`src/imhq_ram.sv`:
```
// ----------------------------------------------------------------------------
// imhq_ram: simple dual-port synchronous memory
// One write and one read a cycle, read data registered and valid the cycle after the address.
// ----------------------------------------------------------------------------
`default_nettype none

module imhq_ram #(
   parameter int WIDTH = 8,
   parameter int DEPTH = 16
) (
   input  wire logic                     clock,
   input  wire logic                     wr_en,
   input  wire logic [$clog2(DEPTH)-1:0] wr_addr,
   input  wire logic [WIDTH-1:0]         wr_data,
   input  wire logic [$clog2(DEPTH)-1:0] rd_addr,
   output logic [WIDTH-1:0]              rd_data
);

   logic [WIDTH-1:0] mem [DEPTH];

   // write port
   always_ff @(posedge clock) begin
      if (wr_en) begin
         mem[wr_addr] <= wr_data;
      end
   end

   // registered read port
   always_ff @(posedge clock) begin
      rd_data <= mem[rd_addr];
   end

endmodule

`default_nettype wire

```
`config.mk`:
```
export PLATFORM = sky130hd
export DESIGN_NAME = imhq_ram
export DESIGN_NICKNAME = d
export VERILOG_FILES = /design/src/imhq_ram.sv
export SDC_FILE = /design/constraint.sdc
export NUM_CORES = 1
export LEC_CHECK = 0
export BUFFER_PORTS_ARGS = -buffer_cell sky130_fd_sc_hd__buf_2
export CORE_MARGIN = 5
export CORE_UTILIZATION = 45
export DETAILED_ROUTE_END_ITERATION = 12
export SLEW_MARGIN = 40
export SYNTH_ARGS = -nofsm -noshare
export SYNTH_HDL_FRONTEND = slang
export SYNTH_SLANG_ARGS = --single-unit
export TNS_END_PERCENT = 100
```
`constraint.sdc`:
```
create_clock -name clock -period 2.51 [get_ports clock]
set_input_delay 0.3765 -clock clock [delete_from_list [all_inputs] [get_ports clock]]
set_output_delay 0.3765 -clock clock [all_outputs]
set_load 0.1 [all_outputs]
```
Yosys cells after proc, flatten, opt, wreduce, memory -nomap -nowiden. Memory sizes are Yosys's and may differ from the RTL's. A register that Yosys moved wholly into a read port is not among the register bits. Index checks and enable logic that the tools add are counted.

Word-level logic and storage cells: 3. RAM bits: 128. Memory bits (read-only): 0. Memories kept: 1. Bits in latches: 0. Bits in registers: 0. Input port bits: 18. Output and inout bits: 8.

Memories: mem (depth 16, width 8, rd ports 1, clocked after Yosys merged registers in 1, write ports 1, RTL line 19) `logic [WIDTH-1:0] mem [DEPTH];`.

Order comparisons: 0. Multiplexer cells: 2. Equality and inequality tests: 0. Reduce and logical (&&, ||, !) cells: 0. Bitwise logic cells: 0. Div/mod/pow operators: 0. Shifts and indexed selects: 0. $mul: 0. Add/sub/neg operators: 0.

Operator list (count): 1-bit two-way mux (2).

Depth between registers and ports, before layout.
Depth in word-level cells: 2. Gate-level depth with buffers: 5. Gate-level depth less buffers: 3.

Least setup slack after synthesis. OpenSTA, ideal clock, no wires.

Path kind: input-to-reg. Start: input wr_addr[2]. End: memory mem[0][0] (enable). Arrival: 1486 ps. Slack: 641 ps. Library setup time: 383 ps. Buffers on the path: 0. Stages: 2. Data required time: 2127 ps. Cells stage by stage: or3b_2 -> nor3_1.

RTL lines: start: declaration (RTL line 13) `input wire logic [$clog2(DEPTH)-1:0] wr_addr,`; end: declaration (RTL line 19).

Straight into the memory's write port.

Final worst setup path.
Start: register rd_data[4], read port of mem. End: output rd_data[4].

RTL lines: start: declaration (RTL line 16) `output logic [WIDTH-1:0] rd_data`.

No word-level cell between the ends.

==> summary.md <==
| Metric | Value |
|---|---|
| Type of the worst setup path | flop to primary output |
| Tightest Hold Check Type | primary input to flop |
| Final worst clock skew | 6.93 ps |
| Post-route ant nets | 0 |
| Required arrival time at the worst endpoint | 2130 ps |
| Reported leakage power | approximately 0.0021 µW |
| Max Fclk | 0.617 GHz |
| Largest fanout on the critical path | 1 |
| # resized after CTS | 0 |
| Status | completed |
| Number of antenna violations at the first check in global routing | 1 |
| Launching instance or port of the critical path | rd_data[4] |
| Largest stage delay on the critical path | 450 ps |
| Clock sink total | 136 |
| Global-route wire length before repair | 15200 µm |
| Setup repair bufs after CTS | 0 |
| Per-instance average area after synthesis | 22.5 µm² |
| Actual slew at the worst max-slew pin | 487 ps |
| Cells traversed along the worst timing path | buf_2 |
| Cts bufs inserted | 17 |
| Count of filler cells inserted in the layout | 872 |
| Unrepaired setup endpoints after global routing | no |
| Placed wire-length estimate | 6130 µm |
| Post-route setup TNS | 0 ps |
| Clock latency at the later pin of the worst-skew pair | 410 ps |
| Worst Setup End Kind | primary output |
| Inserted Diodes | 0 |
| Combined flip-flop and latch cell area | between 4000 and 5000 µm² |
| Layout cell share with drive strength beyond 1 | around a third |
| Post-synthesis net count | 247 |
| Number of global-route vias before repair | 2510 |
| Area of combinational cells with multiple inputs | 1060 µm² |
| Count of cell types in the netlist | 19 |
| CP Data Arrival Time | 1250 ps |
| Number of hold buffers added after CTS | 0 |
| Clock tree root driver cell | sky130_fd_sc_hd__clkbuf_16 |
| Cell with the largest stage delay on the worst path | sky130_fd_sc_hd__buf_2 |
| Final Cycle Share | between 60% and 70% |
| Post-route minimum period | 1620 ps |
| Critical path launch point type | flop |
| Sequential-to-total area share from yosys stat | 77.8% |
| Via/cell ratio | 5.53 |
| Start of the worst register-to-register path | mem[1][1] |
| Critical path's top delay family | buffers and inverters |
| Number of standard cells after synthesis | 229 |
| Final setup violation count | 0 |
| Num ports | 26 |
| Gr usage total | around 16% |
| Wire length after detailed routing | 9790 µm |
| Total power consumption of the routed design | 5270 µW |
| DR DRC count | 0 |
| R2R Setup Slk | about 1100 ps |
| Max-slew violation count | 0 |
| Areal power density over the cells | 859 nW/µm² |
| Remaining max-slew budget at the tightest pin | 67.7% |
| Clock slew at the register clock pins of the worst setup and hold paths | 60 ps |
| Most frequent cells in the layout | sky130_fd_sc_hd__edfxtp_1, sky130_fd_sc_hd__buf_2, sky130_fd_sc_hd__buf_4, sky130_fd_sc_hd__mux4_2, sky130_fd_sc_hd__clkbuf_16 |
| RePlAce Congestion | 0.735 |
| Post-Syn Area | a little over 5000 µm² |
| Number of hold violations in the final report | 0 |
| Initial cell density of the core | a little under half |
| DR vias | 2437 |
| Initial DRT Pass Iterations | 7 |
| Floorplan core area | around 11000 µm² |
| GRT Residual Overflow | 0 |
| Worst r2r path cells | 3 |
| Number of buffers between clock root and the deepest sink | 2 |
| Final instance area | 6130 µm² |
| Height of the chip | 117 µm |
| Total placed cells including tap cells | 409 |
| DR WL/cell | roughly 22 µm |
| Final std cells w/o fill | between 400 and 500 |
| Max Cap Violations | 0 |
| Overall die width | between 100 and 150 µm |
| Stages on the worst setup path | 1 |
| Buf+Inv Stages, Crit Path | 1 |
| Capturing instance or port of the critical path | rd_data[4] |
| Maximum vdd ir drop | 0.513 mV |
| Count of nets after finishing | 303 |
| Startpoint of the lowest-slack hold path | wr_data[1] |
| Post-synthesis to final-layout area growth | 19.1% |
| Placement Rows | 39 |
| Maximum number of pins on one net before global-route repair | 33 |
| Number of warning messages in the yosys log | 0 |
| TritonCTS clock tree | yes |
| H-tree depth | 4 |
| Drt initial violations | around 150 |
| Count of buffers from port buffering | 25 |
| Most common library cell in the layout ignoring fill and taps | sky130_fd_sc_hd__edfxtp_1 |
| Die ar. | 13700 µm² |
| Dpl ws | 615 ps |
| End of the worst register-to-register path | rd_data[1] |
| Post-synthesis register bit count | around 140 |
| Final worst slack | 888 ps |
| Cell area after placement | between 5000 and 6000 µm² |
## through the flow
stage / hold WS (ps) / util, %
final: 350 / 54.1
after global routing: 342 / 54.1
after global placement: 657 / 49.1
after detailed placement: 656 / 49.1
after floorplan: 475 / -
after CTS: 334 / 54.1
## worst min path at each step
stage	to	slack [ps]	cells past startpoint
4_1_cts	mem[4][1]	330	1
6_report	mem[4][1]	350	1
3_5_place_dp	rd_data[0]	660	3
5_1_grt	mem[9][3]	340	1
2_1_floorplan	mem[0][0]	480	0
3_3_place_gp	rd_data[3]	660	3
## power by group
part	switching (µW)	internal (µW)	total (µW)
Sequential	15.0	2540	2550
Combinational	241	104	345
Clock	883	1480	2370
Total	1140	4130	5270
## cell families (layout without fill, tap and decap cells)
family	Yosys count	count (layout)	synth area share (%)
buf+inv	10	79	1.68
compound gates	16	16	2.33
flops	136	136	77.8
mux	32	32	15.0
simple gates	35	35	3.18
## cell usage after synthesis
master / count / area share (%)
sky130_fd_sc_hd__nor2b_1: 1 / 0.12
sky130_fd_sc_hd__mux4_1: 14 / 7.1
sky130_fd_sc_hd__nand3_1: 1 / 0.097
sky130_fd_sc_hd__buf_2: 3 / 0.29
sky130_fd_sc_hd__nor3_1: 4 / 0.39
sky130_fd_sc_hd__or3b_2: 1 / 0.17
sky130_fd_sc_hd__and2b_1: 1 / 0.15
sky130_fd_sc_hd__nand3b_1: 2 / 0.29
sky130_fd_sc_hd__dfxtp_1: 8 / 3.1
sky130_fd_sc_hd__nand2b_1: 2 / 0.24
sky130_fd_sc_hd__buf_4: 1 / 0.15
sky130_fd_sc_hd__nor2_1: 13 / 0.95
sky130_fd_sc_hd__mux4_2: 18 / 7.9
sky130_fd_sc_hd__nand2_1: 9 / 0.66
sky130_fd_sc_hd__clkdlybuf4s25_2: 3 / 0.58
sky130_fd_sc_hd__edfxtp_1: 128 / 75
sky130_fd_sc_hd__a22oi_1: 16 / 2.3
sky130_fd_sc_hd__buf_6: 3 / 0.66
sky130_fd_sc_hd__and2_1: 1 / 0.12
## metal layers
| metal | vias to the layer above | wire, µm | track usage [%] |
|---|---|---|---|
| li1 | 1088 | - | - |
| met1 | 1261 | 4400 | 22.5 |
| met2 | 71 | 4680 | 24.0 |
| met3 | 15 | 567 | 5.24 |
| met4 | 2 | 134 | 5.66 |
| met5 | - | 13 | 0 |
## worst register-to-register path: stages (launching register included)
cell and delay (ps):
sky130_fd_sc_hd__edfxtp_1 360, sky130_fd_sc_hd__mux4_1 530, sky130_fd_sc_hd__a22oi_1 310, sky130_fd_sc_hd__nand2_1 110
## registers in the layout, indices dropped and copies added, names as in the netlist
signal   count
mem        128
rd_data      8
## layout make-up
| cell class | instances | area share, % |
|---|---|---|
| clock buffers | 20 | 7.29 |
| well taps | 143 | 2.92 |
| flip-flops and latches | 136 | 65.3 |
| repair buffers | 47 | 5.14 |
| multi-input cells | 83 | 17.3 |
| clock inverters | 12 | 2.06 |
No activity file was read; power rests on OpenSTA's default activity.
